==> src/rtl/assert_macros.svh <==
// ----------------------------------------------------------------------------
// assert_macros.svh
// Assertion helpers; every user module has i_clk and i_rst_n.
// ----------------------------------------------------------------------------
`ifndef ASSERT_MACROS_SVH
`define ASSERT_MACROS_SVH

// same-cycle implication
`define ASSERT_IMPL(label, ante, cons) \
    label: assert property (@(posedge i_clk) disable iff (!i_rst_n) (ante) |-> (cons)) \
        else $error("same-cycle check failed");

// next-cycle implication
`define ASSERT_NEXT(label, ante, cons) \
    label: assert property (@(posedge i_clk) disable iff (!i_rst_n) (ante) |=> (cons)) \
        else $error("next-cycle check failed");

`endif

==> src/rtl/utf8st_pkg.sv <==
// ----------------------------------------------------------------------------
// utf8st_pkg
// Shared types, constants and lead-byte decode for the UTF-8 sanitizer.
// ----------------------------------------------------------------------------
package utf8st_pkg;

    localparam int WIN_DEPTH = 4;

    typedef logic [7:0] t_byte;
    typedef logic [WIN_DEPTH-1:0][7:0] t_window;

    localparam t_byte C_BUDGET_RESET = 8'd120;
    localparam t_byte C_ASCII_LIMIT  = 8'h80;
    localparam t_byte C_LEAD2_LO     = 8'hC2;
    localparam t_byte C_LEAD2_HI     = 8'hDF;
    localparam t_byte C_LEAD3_LO     = 8'hE0;
    localparam t_byte C_LEAD3_HI     = 8'hEF;
    localparam t_byte C_LEAD4_LO     = 8'hF0;
    localparam t_byte C_LEAD4_HI     = 8'hF4;
    localparam t_byte C_CONT_MASK    = 8'hC0;
    localparam t_byte C_CONT_TAG     = 8'h80;
    localparam t_byte C_REPLACEMENT  = 8'h3F;

    typedef enum logic [1:0] {
        S_IDLE,
        S_SCAN,
        S_COPY,
        S_TERM
    } t_state;

    typedef enum logic [1:0] {
        V_BAD,
        V_COPY,
        V_WAIT
    } t_verdict;

    typedef struct packed {
        t_verdict   verdict;
        logic [2:0] len;
    } t_eval;

    typedef struct packed {
        logic  valid;
        t_byte data;
        logic  present;
        logic  eot;
    } t_emit;

    // sequence length from lead byte, 0 = invalid lead
    function automatic logic [2:0] seq_length(input t_byte lead);
        logic [2:0] len;
        len = 3'd0;
        if (lead < C_ASCII_LIMIT) begin
            len = 3'd1;
        end else if (lead >= C_LEAD2_LO && lead <= C_LEAD2_HI) begin
            len = 3'd2;
        end else if (lead >= C_LEAD3_LO && lead <= C_LEAD3_HI) begin
            len = 3'd3;
        end else if (lead >= C_LEAD4_LO && lead <= C_LEAD4_HI) begin
            len = 3'd4;
        end
        return len;
    endfunction

endpackage

==> src/rtl/utf8st_eval.sv <==
// ----------------------------------------------------------------------------
// utf8st_eval
// Shared check unit: classifies the sequence at the window head.
// ----------------------------------------------------------------------------
module utf8st_eval (
    input  utf8st_pkg::t_window i_win,
    input  logic [2:0]          i_cnt,
    input  utf8st_pkg::t_byte   i_room,
    input  logic                i_fin,
    output utf8st_pkg::t_eval   o_eval
);
    import utf8st_pkg::*;

    logic [2:0] len;
    logic       bad;
    logic       hold;

    always_comb begin
        len  = seq_length(i_win[0]);
        bad  = (len == 3'd0);
        hold = 1'b0;
        for (int k = 1; k < WIN_DEPTH; k++) begin
            if (3'(k) < len && 3'(k) < i_cnt &&
                (i_win[k] & C_CONT_MASK) != C_CONT_TAG) begin
                bad = 1'b1;
            end
        end
        if (!bad && {5'd0, len} > i_room) begin
            bad = 1'b1;
        end
        if (!bad && i_cnt < len) begin
            if (i_fin) begin
                bad = 1'b1;
            end else begin
                hold = 1'b1;
            end
        end
        o_eval.len = len;
        if (bad) begin
            o_eval.verdict = V_BAD;
        end else if (hold) begin
            o_eval.verdict = V_WAIT;
        end else begin
            o_eval.verdict = V_COPY;
        end
    end

endmodule

==> src/rtl/utf8st_seq.sv <==
// ----------------------------------------------------------------------------
// utf8st_seq
// Sequencer: byte window, budget counters, one decision or byte per unstalled cycle.
// ----------------------------------------------------------------------------
`include "assert_macros.svh"

module utf8st_seq (
    input  logic              i_clk,
    input  logic              i_rst_n,
    input  logic              i_in_valid,
    output logic              o_in_ready,
    input  utf8st_pkg::t_byte i_text_byte,
    input  logic              i_final_byte,
    input  utf8st_pkg::t_byte i_max_output_bytes,
    input  logic              i_push_ok,
    output utf8st_pkg::t_emit o_emit
);
    import utf8st_pkg::*;

    t_state     r_state, n_state;
    t_window    r_win;
    logic [2:0] r_cnt;
    t_byte      r_emitted;
    logic       r_exh;
    logic       r_fin;
    logic       r_any;
    logic [1:0] r_left;

    t_eval      eval;
    t_byte      room;
    t_byte      emitted_next;
    logic [2:0] cnt_after;
    t_window    win_shift;
    logic       budget_hit;
    logic       loop_end;
    logic       last_out;

    logic       s_take;
    logic       s_pop;
    logic       s_copy_start;
    logic       s_copy_step;
    logic       s_exhaust;
    logic       s_clear;

    assign room         = i_max_output_bytes - r_emitted;
    assign emitted_next = r_emitted + 8'd1;
    assign cnt_after    = r_cnt - 3'd1;
    assign win_shift    = {8'h00, r_win[3], r_win[2], r_win[1]};
    assign budget_hit   = (r_emitted >= i_max_output_bytes);
    assign loop_end     = (r_cnt == 3'd0) || r_exh || budget_hit;
    assign last_out     = r_fin && ((cnt_after == 3'd0) ||
                                    (emitted_next >= i_max_output_bytes));

    utf8st_eval u_eval (
        .i_win  (r_win),
        .i_cnt  (r_cnt),
        .i_room (room),
        .i_fin  (r_fin),
        .o_eval (eval)
    );

    // next state
    always_comb begin
        n_state = r_state;
        unique case (r_state)
            S_IDLE: begin
                if (i_in_valid) begin
                    n_state = S_SCAN;
                end
            end
            S_SCAN: begin
                if (loop_end || eval.verdict == V_WAIT) begin
                    n_state = (r_fin && !r_any) ? S_TERM : S_IDLE;
                end else if (i_push_ok && eval.verdict == V_COPY && eval.len > 3'd1) begin
                    n_state = S_COPY;
                end
            end
            S_COPY: begin
                if (i_push_ok && r_left == 2'd1) begin
                    n_state = S_SCAN;
                end
            end
            S_TERM: begin
                if (i_push_ok) begin
                    n_state = S_IDLE;
                end
            end
            default: n_state = S_IDLE;
        endcase
    end

    // outputs and strobes
    always_comb begin
        o_in_ready   = 1'b0;
        o_emit       = '0;
        s_take       = 1'b0;
        s_pop        = 1'b0;
        s_copy_start = 1'b0;
        s_copy_step  = 1'b0;
        s_exhaust    = 1'b0;
        s_clear      = 1'b0;
        unique case (r_state)
            S_IDLE: begin
                o_in_ready = 1'b1;
                s_take     = i_in_valid;
            end
            S_SCAN: begin
                if (loop_end || eval.verdict == V_WAIT) begin
                    s_exhaust = budget_hit && !(r_fin && r_any);
                    s_clear   = r_fin && r_any;
                end else if (i_push_ok) begin
                    s_pop          = 1'b1;
                    s_copy_start   = (eval.verdict == V_COPY);
                    o_emit.valid   = 1'b1;
                    o_emit.data    = (eval.verdict == V_BAD) ? C_REPLACEMENT : r_win[0];
                    o_emit.present = 1'b1;
                    o_emit.eot     = last_out;
                end
            end
            S_COPY: begin
                if (i_push_ok) begin
                    s_pop          = 1'b1;
                    s_copy_step    = 1'b1;
                    o_emit.valid   = 1'b1;
                    o_emit.data    = r_win[0];
                    o_emit.present = 1'b1;
                    o_emit.eot     = last_out;
                end
            end
            S_TERM: begin
                if (i_push_ok) begin
                    o_emit.valid = 1'b1;
                    o_emit.eot   = 1'b1;
                    s_clear      = 1'b1;
                end
            end
            default: begin
                o_in_ready = 1'b0;
            end
        endcase
    end

    always_ff @(posedge i_clk) begin
        if (!i_rst_n) begin
            r_state   <= S_IDLE;
            r_win     <= '0;
            r_cnt     <= '0;
            r_emitted <= '0;
            r_exh     <= 1'b0;
            r_fin     <= 1'b0;
            r_any     <= 1'b0;
            r_left    <= '0;
        end else begin
            r_state <= n_state;
            if (s_take) begin
                r_fin <= i_final_byte;
                r_any <= 1'b0;
                if (r_exh || budget_hit) begin
                    r_exh <= 1'b1;
                    r_cnt <= '0;
                    r_win <= '0;
                end else if (r_cnt < 3'(WIN_DEPTH)) begin
                    r_win[r_cnt[1:0]] <= i_text_byte;
                    r_cnt             <= r_cnt + 3'd1;
                end
            end
            if (s_pop) begin
                r_win     <= win_shift;
                r_cnt     <= cnt_after;
                r_emitted <= emitted_next;
                r_any     <= 1'b1;
            end
            if (s_copy_start) begin
                r_left <= 2'(eval.len - 3'd1);
            end
            if (s_copy_step) begin
                r_left <= r_left - 2'd1;
            end
            if (s_exhaust) begin
                r_exh <= 1'b1;
                r_cnt <= '0;
                r_win <= '0;
            end
            if (s_clear) begin
                r_win     <= '0;
                r_cnt     <= '0;
                r_emitted <= '0;
                r_exh     <= 1'b0;
            end
        end
    end

    `ASSERT_IMPL(a_copy_has_bytes, r_state == S_COPY, r_cnt != 3'd0 && r_left != 2'd0)
    `ASSERT_NEXT(a_eot_ends_work, o_emit.valid && o_emit.eot, r_state == S_SCAN || r_state == S_IDLE)
    `ASSERT_NEXT(a_take_scans, s_take, r_state == S_SCAN && r_cnt <= 3'(WIN_DEPTH))

endmodule

==> src/rtl/utf8_sanitize_truncate.sv <==
// ----------------------------------------------------------------------------
// utf8_sanitize_truncate
// Streaming UTF-8 sanitizer with a configurable output byte budget.
// ----------------------------------------------------------------------------
// After a transfer the sequencer scans its byte window; results leave via the output register.
// The sequencer makes one head decision or copies one byte per cycle, the head
//   decisions coming from the check unit.
// A stalled output holds the sequencer; input is taken only when it is idle.
// Reset (sync, active low) clears all text state; budget returns to 120.
// ----------------------------------------------------------------------------
module utf8_sanitize_truncate (
    input  logic              i_clk,
    input  logic              i_rst_n,
    input  logic              i_cfg_wr_en,
    input  utf8st_pkg::t_byte i_cfg_wr_data,
    input  logic              i_in_valid,
    output logic              o_in_ready,
    input  utf8st_pkg::t_byte i_text_byte,
    input  logic              i_final_byte,
    output logic              o_out_valid,
    input  logic              i_out_ready,
    output utf8st_pkg::t_byte o_out_byte,
    output logic              o_byte_present,
    output logic              o_end_of_text
);
    import utf8st_pkg::*;

    t_byte r_max_output_bytes;
    logic  r_out_valid;
    t_byte r_out_byte;
    logic  r_byte_present;
    logic  r_end_of_text;

    t_emit emit;
    logic  push_ok;

    assign push_ok = !r_out_valid || i_out_ready;

    utf8st_seq u_seq (
        .i_clk              (i_clk),
        .i_rst_n            (i_rst_n),
        .i_in_valid         (i_in_valid),
        .o_in_ready         (o_in_ready),
        .i_text_byte        (i_text_byte),
        .i_final_byte       (i_final_byte),
        .i_max_output_bytes (r_max_output_bytes),
        .i_push_ok          (push_ok),
        .o_emit             (emit)
    );

    always_ff @(posedge i_clk) begin
        if (!i_rst_n) begin
            r_max_output_bytes <= C_BUDGET_RESET;
            r_out_valid        <= 1'b0;
        end else begin
            if (i_cfg_wr_en) begin
                r_max_output_bytes <= i_cfg_wr_data;
            end
            if (emit.valid) begin
                r_out_valid <= 1'b1;
            end else if (i_out_ready) begin
                r_out_valid <= 1'b0;
            end
        end
    end

    always_ff @(posedge i_clk) begin
        if (emit.valid) begin
            r_out_byte     <= emit.data;
            r_byte_present <= emit.present;
            r_end_of_text  <= emit.eot;
        end
    end

    assign o_out_valid    = r_out_valid;
    assign o_out_byte     = r_out_byte;
    assign o_byte_present = r_byte_present;
    assign o_end_of_text  = r_end_of_text;

endmodule
==> config.mk <==
export PLATFORM = sky130hd
export DESIGN_NAME = utf8_sanitize_truncate
export DESIGN_NICKNAME = d
export VERILOG_FILES = /design/src/rtl/utf8st_pkg.sv /design/src/rtl/utf8st_eval.sv /design/src/rtl/utf8st_seq.sv /design/src/rtl/utf8_sanitize_truncate.sv
export VERILOG_INCLUDE_DIRS = /design/src /design/src/rtl
export SDC_FILE = /design/constraint.sdc
export NUM_CORES = 1
export LEC_CHECK = 0
export ABC_AREA = 1
export ABC_CLOCK_PERIOD_IN_PS = 5900
export BUFFER_PORTS_ARGS = -buffer_cell sky130_fd_sc_hd__clkbuf_2
export CELL_PAD_IN_SITES_DETAIL_PLACEMENT = 0
export CELL_PAD_IN_SITES_GLOBAL_PLACEMENT = 1
export CORE_AREA = 2 2 96 168
export DETAILED_ROUTE_END_ITERATION = 10
export DIE_AREA = 0 0 98 170
export HOLD_SLACK_MARGIN = 0.08
export PLACE_DENSITY_LB_ADDON = 0.12
export SLEW_MARGIN = 10
export SYNTH_ARGS = -nofsm -noshare
export SYNTH_HDL_FRONTEND = slang
export SYNTH_HIERARCHICAL = 1
export SYNTH_SLANG_ARGS = --single-unit
==> constraint.sdc <==
create_clock -name i_clk -period 5.9 [get_ports i_clk]
set_input_delay 0.59 -clock i_clk [delete_from_list [all_inputs] [get_ports i_clk]]
set_output_delay 0.59 -clock i_clk [all_outputs]
set_load 0.05 [all_outputs]
Word level (Yosys, flattened, before mapping). Index checks and enable logic that the tools add are counted.

$add $sub $neg: 6. Magnitude comparators: 21. Eq/ne operators: 13. Multiplexer cells: 61. Bitwise operators: 1. Reductions and logical operators: 49.

Operator list (count): two-way mux 32 bit (2); two-way mux 24 bit (2); two-way mux 11 bit (3); bitwise mux 32 bit (1); two-way mux 1 bit (26); >= comparator 8 bit, second input constant (3); less-or-equal comparator 8 bit, second input constant (3); two-way mux 3 bit (8); two-way mux 2 bit (10); logical AND 1 bit (19); one-hot mux 9 bit (2 select lines) (1); demux 8 bit (select 2 bit) (1); >= comparator 8 bit (2); two-way mux 8 bit (2); < comparator 2 x 3 -> 1 bit, first input constant (4); nonzero test 2 bit (6); zero test 3 bit (3); adder 8 x 1 -> 8 bit, second input constant (1); greater-than comparator 3 x 8 -> 1 bit (1); < comparator 8 bit, second input constant (1); inequality test 2 bit, second input constant (4); one-hot mux 2 bit (4 select lines) (1); subtractor 8 bit (1); == test 2 x 1 -> 1 bit, second input constant (3); other kinds (24) (43).

Bits in registers: 69. Input port bits: 22. Logic and storage cells: 167.

Logic depth before layout (Yosys ltp). Gate-level depths: netlist (run 1).

Depth after elaboration: 26. Depth in mapped cells: 29. Gate-level depth less buffers: 28.

By module. Netlist (run 1), hierarchy kept.

By module, submodules not included: utf8st_seq (times used 1, cells an instance 536, area each 3517.1 um2, seq. area each 1001.0 um2); utf8_sanitize_truncate (times used 1, cells an instance 51, area each 640.6 um2, seq. area each 480.5 um2); utf8st_eval (times used 1, cells an instance 61, area each 349.1 um2, seq. area each 0.0 um2).

Worst setup path after synthesis (run 1). No wires, ideal clock.

Path kind: flip-flop to flip-flop. From: reg u_seq.r_emitted[2]. To: reg r_byte_present, in the netlist o_byte_present, enable pin. Library setup time: 0.337 ns. Arrival time: 3.106 ns. Slack: 2.456 ns. Cell stages (with the launch flop): 24. Buffers on the path: 0. Clock period less this slack: 3.444 ns. Cell sequence: dfxtp_1 inv_1 ha_1 a21oi_1 o21ai_0 nand2_1 nand2_1 a21oi_1 nor2_1 o21ai_0 nand2_1 xor2_1 or2_2 nor2_1 nand3_1 nand2_1 nor2_1 nand3_1 nor2_1 nand2_1 nand4_4 o21bai_4 o21ai_0 inv_1.

RTL lines: start: declaration (RTL line utf8st_seq.sv:23) `t_byte r_emitted;`; start signal: assignment (RTL line utf8st_seq.sv:170) `r_emitted <= emitted_next;`; end signal: assignment (RTL line utf8_sanitize_truncate.sv:70) `r_byte_present <= emit.present;`; end: declaration (RTL line utf8_sanitize_truncate.sv:31) `logic r_byte_present;`.

==> out/results.tsv, run 1 <==
stage	metric	value	unit
floorplan	die area	16700	sq um
cts	post_cts resized	0	
floorplan	Rows	60	
cells_and_area	most common cell after layout, fill and taps aside	nand2_1	
placement	post-DP HPWL	10.7	mm
sta	setup_tns	0	ns
placement	GPL Wtd Cong	0.807	
setup_path	slowest cell delay on critical path	0.70	ns
setup_path	Worst Setup Path Type	reg2reg	
cells_and_area	multi-input logic area	2500	sq um
min_path	worst min path class	in2reg	
cts	cts hold-fix bufs	0	
setup_path	Levels on crit path	27	
sta	Worst-Margin Slew	0.922	ns
pwr	Psw	1.09	mW
yosys	Async S/R FF share, synth	0	
sta	Final Setup Violations	0	
setup_path	highest-delay cell along the critical path	nor2_2	
sta	Final Cycle Share	0.740	
routing	First-pass DRT Iterations	4	
cells_and_area	n_diodes	0	
yosys	EDFF count, synth	10	
sta	Clock Skew	0.00624	ns
setup_path	CP Buf/Inv Count	1	
routing	WL final	13.2	mm
floorplan	IO Pins	34	
floorplan	die height	170	um
min_path	Worst Hold Path Cells	3	
yosys	Mean Syn Cell Area	6.95	sq um
cts	Num CTS Buffers	9	
yosys	Yosys reg bits	69	
yosys	top-area cell type share of the netlist area	0.262	
placement	Place WS	1.44	ns
cts	root buf cell	clkbuf_16	
grt	grt total ovfl	0	
outcome	status	completed	
grt	antenna violations before repair	0	
yosys	Simple-Gate Fraction of Synth Area	0.302	
yosys	post-synthesis mux area share	0.00222	
yosys	Yosys cell types	45	
cts	Worst-path clk slew	0.06	ns
yosys	Synth Warn #	6	
routing	drc violations	0	
run	Max Cap Viol	0	
sta	Final Slew Violations	0	
routing	DR vias/cell	4.66	
pwr	Static Leakage	2.34	nW
yosys	Seq/Total Area, Yosys	0.329	
pwr	power per standard cell area	466	nW/um^2
setup_path	crit path max fanout	21	
sta	final hold vios	0	
sta	Max-slew headroom	0.385	
routing	via count	4040	
grt	largest net degree at the start of global routing	73	
routing	post-route antenna net violation count	0	
yosys	Yosys top cell by area	dfxtp_1	
cells_and_area	# fillers	1706	
sta	fmax	229	MHz
yosys	area fraction in compound gates after synthesis	0.127	
yosys	Top FF cell, synth	dfxtp_1	
setup_path	cells on worst reg2reg path	27	
yosys	synthesized area	4510	sq um
cts	postcts setup bufs	0	
sta	RSZ-0062 raised after global routing	no	
floorplan	Die Width	98	um
cells_and_area	post-layout net count	733	
pwr	power share of the combinational group	0.477	
setup_path	CP endpoint kind	flip-flop	
yosys	xor/xnor cell area share of the yosys netlist	0.0253	
grt	vias in the first global route	4194	
cts	CTS sink count	69	
floorplan	Core Area	15200	sq um
setup_path	CP delay by family, top	simple AND/OR/NAND/NOR gates	
cts	CTS H-tree depth	3	
sta	setup ws final	1.54	ns
setup_path	CP required	6.18	ns
cts	CTS tree	done	
cts	clk_lat worst skew	0.34	ns
setup_path	Startpoint Class	flip-flop	
grt	total track usage	0.166	
pwr	VDD IR max	0.000172	V
yosys	Net Count, Synth	705	
floorplan	Initial Utilization	0.296	
yosys	Adder-Cell Fraction of Synth Area	0.0988	
yosys	Mapped Cells	648	
yosys	largest family of logic cells by synthesized area	simple AND/OR/NAND/NOR gates	
cells_and_area	most used cells in the layout excluding fill and tap cells	nand2_1, inv_1, nor2_1	
pwr	cell internal pwr	1.29	mW
cells_and_area	storage element area	1480	sq um
sta	Final min period	4.36	ns
yosys	Synth area leaders	dfxtp_1, nand2_1, ha_1, inv_1, nor2_1	
setup_path	crit path DAT	4.64	ns
cells_and_area	area delta synth->final	13.2	%
pwr	Clk pwr share	0.250	
pwr	Seq pwr share	0.273	
routing	Iteration-0 DRC Markers	142	
placement	port buffer count	33	
routing	Routed wire per std cell	15.3	um
pwr	Sw Share	0.458	
cells_and_area	fraction of layout cells with a size suffix above 1	0.123	
grt	global-route wire length before repair	21.3	mm
cts	clk buf depth	2	
## synthesized netlist by cell type, drive strengths merged, types with 2 or more instances
cell type,number
nand2,134
inv,104
nor2,99
dfxtp,59
nand3,58
a21oi,50
o21ai,39
ha,34
buf,16
edfxtp,10
xor2,10
or2,7
nand4,3
nor3,3
o211ai,3
xnor2,3
a211oi,2
nand3b,2
o22ai,2
## sequential cells by signal (all words and copies together), names as in the netlist
name                cells
u_seq/r_emitted         8
o_byte_present          1
o_out_byte              8
o_out_valid             1
o_end_of_text           1
u_seq/r_win            32
u_seq/r_exh             1
r_max_output_bytes      8
u_seq/r_left            2
u_seq/r_any             1
u_seq/r_fin             1
u_seq/r_cnt             3
u_seq/r_state           2
## cells by family (layout without fill, tap and decap cells)
family / count (synthesis) / in the layout
adders and majority gates: 35 / 35
buffers and inverters: 121 / 154
muxes: 1 / 1
DFF: 69 / 69
and+or+nand+nor: 307 / 307
AOI/OAI and AO/OA: 102 / 102
xor gates and xnor gates: 13 / 13
## worst reg2reg max path, delay by kind of cell, from the launching register on
family	cells	cell delay (ns)
compound gates	4	0.62
xor+xnor	1	0.14
fa+ha+maj	1	0.33
buf+inv	1	0.09
flops	1	0.36
simple gates	20	2.77
## metrics by stage
stage          hold slack [ns]  power [mW]  area (sq um)   util  std cells
2_1_floorplan            0.430        1.53          4510      -        648
3_3_place_gp             0.450        1.81          4790  0.314        851
3_5_place_dp             0.452        1.82          4790  0.314        851
4_1_cts                  0.452        2.43          5100  0.335        867
5_1_grt                  0.483        2.59          5100  0.335        867
6_report                 0.461        2.38          5100  0.335        867
## area by class of cell
cell class | count | share of cell area
inverter | 105 | 0.0787
tap | 186 | 0.0456
sequential | 69 | 0.290
multi-input combinational | 458 | 0.491
clock inverter | 4 | 0.0140
clock buffer | 12 | 0.0483
timing repair buffer | 33 | 0.0324
## worst paths after layout
check,startpoint,to,slack [ns]
max,u_seq/r_emitted[2],u_seq/r_win[5],1.54
max reg2reg,u_seq/r_emitted[2],u_seq/r_win[5],1.54
min reg2reg,u_seq/r_win[20],u_seq/r_win[12],0.46
min,i_cfg_wr_data[4],r_max_output_bytes[4],0.46
## per-layer routing
layer  share of wire  global-route usage
met3           0.022              0.0296
met4           0.027              0.0646
met2            0.59               0.351
met1            0.36               0.150
met5               0                   0
## power by group through the flow
| stage | Clock (mW) | Sequential, mW | Combinational [mW] |
|---|---|---|---|
| floorplan | 0 | 0.690 | 0.835 |
| global placement | 0 | 0.659 | 1.16 |
| detailed placement | 0 | 0.660 | 1.16 |
| CTS | 0.613 | 0.650 | 1.16 |
| global route | 0.629 | 0.663 | 1.30 |
| finish | 0.596 | 0.649 | 1.14 |
No activity file was read; power rests on OpenSTA's default activity.
==> run 2, diff against run 1 <==
Settings changed: ABC_CLOCK_PERIOD_IN_PS 5900 to 4190.
Clock period 5.9 ns to 4.19 ns, I/O delays scaled along.
==> out/results.tsv, run 2 (synthesis gave the netlist of run 1 again) <==
stage	metric	value	unit	change
sta	RSZ-0062 raised after global routing	no		unchanged
cells_and_area	fraction of layout cells with a size suffix above 1	0.145		was 0.123
min_path	Worst Hold Path Cells	3		unchanged
cts	cts hold-fix bufs	0		unchanged
setup_path	cells on worst reg2reg path	27		unchanged
sta	fmax	264	MHz	was 229 MHz
sta	Final Setup Violations	0		unchanged
grt	grt total ovfl	0		unchanged
setup_path	CP required	4.40	ns	was 6.18 ns
sta	Final Slew Violations	0		unchanged
pwr	Psw	1.60	mW	was 1.09 mW
grt	global-route wire length before repair	21.5	mm	was 21.3 mm
floorplan	Initial Utilization	0.296		unchanged
setup_path	RR Endpoint	u_seq/r_win[19]		was u_seq/r_win[5]
pwr	Clk pwr share	0.216		was 0.250
sta	Final min period	3.78	ns	was 4.36 ns
pwr	power share of the combinational group	0.512		was 0.477
routing	post-route antenna net violation count	0		unchanged
min_path	hold_sp	i_cfg_wr_data[3]		was i_cfg_wr_data[4]
placement	GPL Wtd Cong	0.836		was 0.807
routing	drc violations	0		unchanged
sta	Max-slew headroom	0.372		was 0.385
cells_and_area	multi-input logic area	2530	sq um	was 2500 sq um
cts	CTS tree	done		unchanged
grt	largest net degree at the start of global routing	36		was 73
pwr	cell internal pwr	1.78	mW	was 1.29 mW
cts	clk_lat worst skew	0.34	ns	about the same
pwr	VDD IR max	0.000228	V	was 0.000172 V
setup_path	crit path max fanout	17		was 21
routing	via count	4159		was 4040
outcome	status	completed		unchanged
cells_and_area	storage element area	1480	sq um	unchanged
cells_and_area	n_diodes	0		unchanged
cts	Num CTS Buffers	9		unchanged
routing	First-pass DRT Iterations	5		was 4
cells_and_area	max reg flops	32		unchanged
sta	Clock Skew	0.0116	ns	was 0.00624 ns
routing	WL final	13.6	mm	was 13.2 mm
routing	Routed wire per std cell	15.4	um	was 15.3 um
floorplan	IO Pins	34		unchanged
cts	root buf cell	clkbuf_16		unchanged
sta	Worst-Margin Slew	0.933	ns	was 0.922 ns
pwr	power per standard cell area	648	nW/um^2	was 466 nW/um^2
cells_and_area	area delta synth->final	15.6	%	was 13.2%
floorplan	die area	16700	sq um	unchanged
grt	antenna violations before repair	0		unchanged
sta	Final Cycle Share	0.903		was 0.740
cells_and_area	most used cells in the layout excluding fill and tap cells	nand2_1, inv_1, nor2_1		unchanged
pwr	Seq pwr share	0.272		was 0.273
pwr	Sw Share	0.474		was 0.458
placement	post-DP HPWL	10.9	mm	was 10.7 mm
run	Max Cap Viol	0		unchanged
cts	CTS H-tree depth	3		unchanged
placement	port buffer count	33		unchanged
setup_path	R2R setup slack	0.41	ns	was 1.54 ns
min_path	worst min path class	in2reg		unchanged
floorplan	Rows	60		unchanged
setup_path	worst r2r src	u_seq/r_emitted[2]		unchanged
routing	DR vias/cell	4.72		was 4.66
setup_path	Worst Setup Path Type	reg2reg		unchanged
floorplan	Core Area	15200	sq um	unchanged
setup_path	Startpoint Class	flip-flop		unchanged
sta	setup_tns	0	ns	unchanged
floorplan	Die Width	98	um	unchanged
sta	final hold vios	0		unchanged
pwr	Static Leakage	2.38	nW	was 2.34 nW
cells_and_area	largest reg by FF count	u_seq/r_win		unchanged
floorplan	die height	170	um	unchanged
cts	clk buf depth	2		unchanged
setup_path	crit path DAT	3.99	ns	was 4.64 ns
grt	total track usage	0.166		about the same
cells_and_area	# fillers	1699		was 1706
cts	Worst-path clk slew	0.06	ns	about the same
cells_and_area	most common cell after layout, fill and taps aside	nand2_1		unchanged
grt	vias in the first global route	4164		was 4194
cts	CTS sink count	69		unchanged
pwr	Final Power	3.38	mW	was 2.38 mW
cells_and_area	fin util	0.342		was 0.335
setup_path	CP endpoint kind	flip-flop		unchanged
min_path	Worst Hold End	r_max_output_bytes[3]		was r_max_output_bytes[4]
cells_and_area	post-layout net count	748		was 733
routing	Iteration-0 DRC Markers	139		was 142
## run 2: worst max-delay path: stages (launching register included)
cell and delay [ns]:
dfxtp_1 0.35, inv_1 0.09, ha_1 0.33, a21oi_1 0.12
o21ai_0 0.14, nand2_1 0.09, nand2_1 0.07, a21oi_2 0.16
nor2_1 0.05, o21ai_0 0.15, nand2_1 0.09, xor2_1 0.14
or2_2 0.29, nor2_1 0.11, nand3_1 0.07, nand2_1 0.07
nor2_1 0.06, nand3_1 0.07, nor2_1 0.06, nand2_1 0.12
nand4_4 0.17, o21bai_4 0.27, nand2_8 0.14, buf_4 0.20
nand2_1 0.06, o21ai_1 0.06, nor2_1 0.08, nor2_1 0.05
## run 2: worst max-delay path by stage
stage	startpoint	end	slack, ns	cells after the start
final	u_seq/r_emitted[2]	u_seq/r_win[19]	0.41	27
after global routing	u_seq/r_emitted[2]	u_seq/r_win[7]	0.001	25
after CTS	u_seq/r_emitted[2]	u_seq/r_emitted[7]	0.21	25
after detailed placement	u_seq/r_emitted[2]	u_seq/r_emitted[7]	0.22	25
after global placement	u_seq/r_emitted[2]	u_seq/r_emitted[7]	0.29	25
after floorplan	u_seq/r_emitted[2]	o_byte_present	0.75	23
## run 2: per-stage QoR
stage	area (sq um)	hold slack (ns)	cells	setup WS [ns]
4_1_cts	5140	0.284	874	0.208
5_1_grt	5210	0.290	881	0.00122
3_3_place_gp	4860	0.446	859	0.291
2_1_floorplan	4510	0.430	648	0.746
6_report	5210	0.293	881	0.405
3_5_place_dp	4860	0.452	859	0.221
## run 2: area by class of cell
cell class | count | area share
Clock buffer | 12 | 0.0495
Clock inverter | 3 | 0.00384
Inverter | 105 | 0.0771
Multi-Input combinational cell | 459 | 0.486
Sequential cell | 69 | 0.284
Tap cell | 186 | 0.0447
Timing Repair Buffer | 47 | 0.0550
## run 2: power by group through the flow
stage               Sequential [mW]  Combinational [mW]  Clock (mW)
floorplan                     0.972                1.18           0
global placement              0.934                1.68           0
detailed placement            0.936                1.68           0
CTS                           0.922                1.68       0.752
global route                  0.938                1.94       0.776
finish                        0.919                1.73       0.731
## run 2: timing repair
action | in CTS | in global routing
endpoints found under the setup margin | 0 | 56
gates resized for setup | 0 | 5
buffers inserted | 0 | 6
## run 2: layer usage
metal  part of all wire  track usage  up-vias
li1                   -            -     2156
met1               0.37        0.158     1910
met2               0.57        0.335       66
met3              0.021       0.0255       27
met4              0.040       0.0839        0
met5                  0            0        -
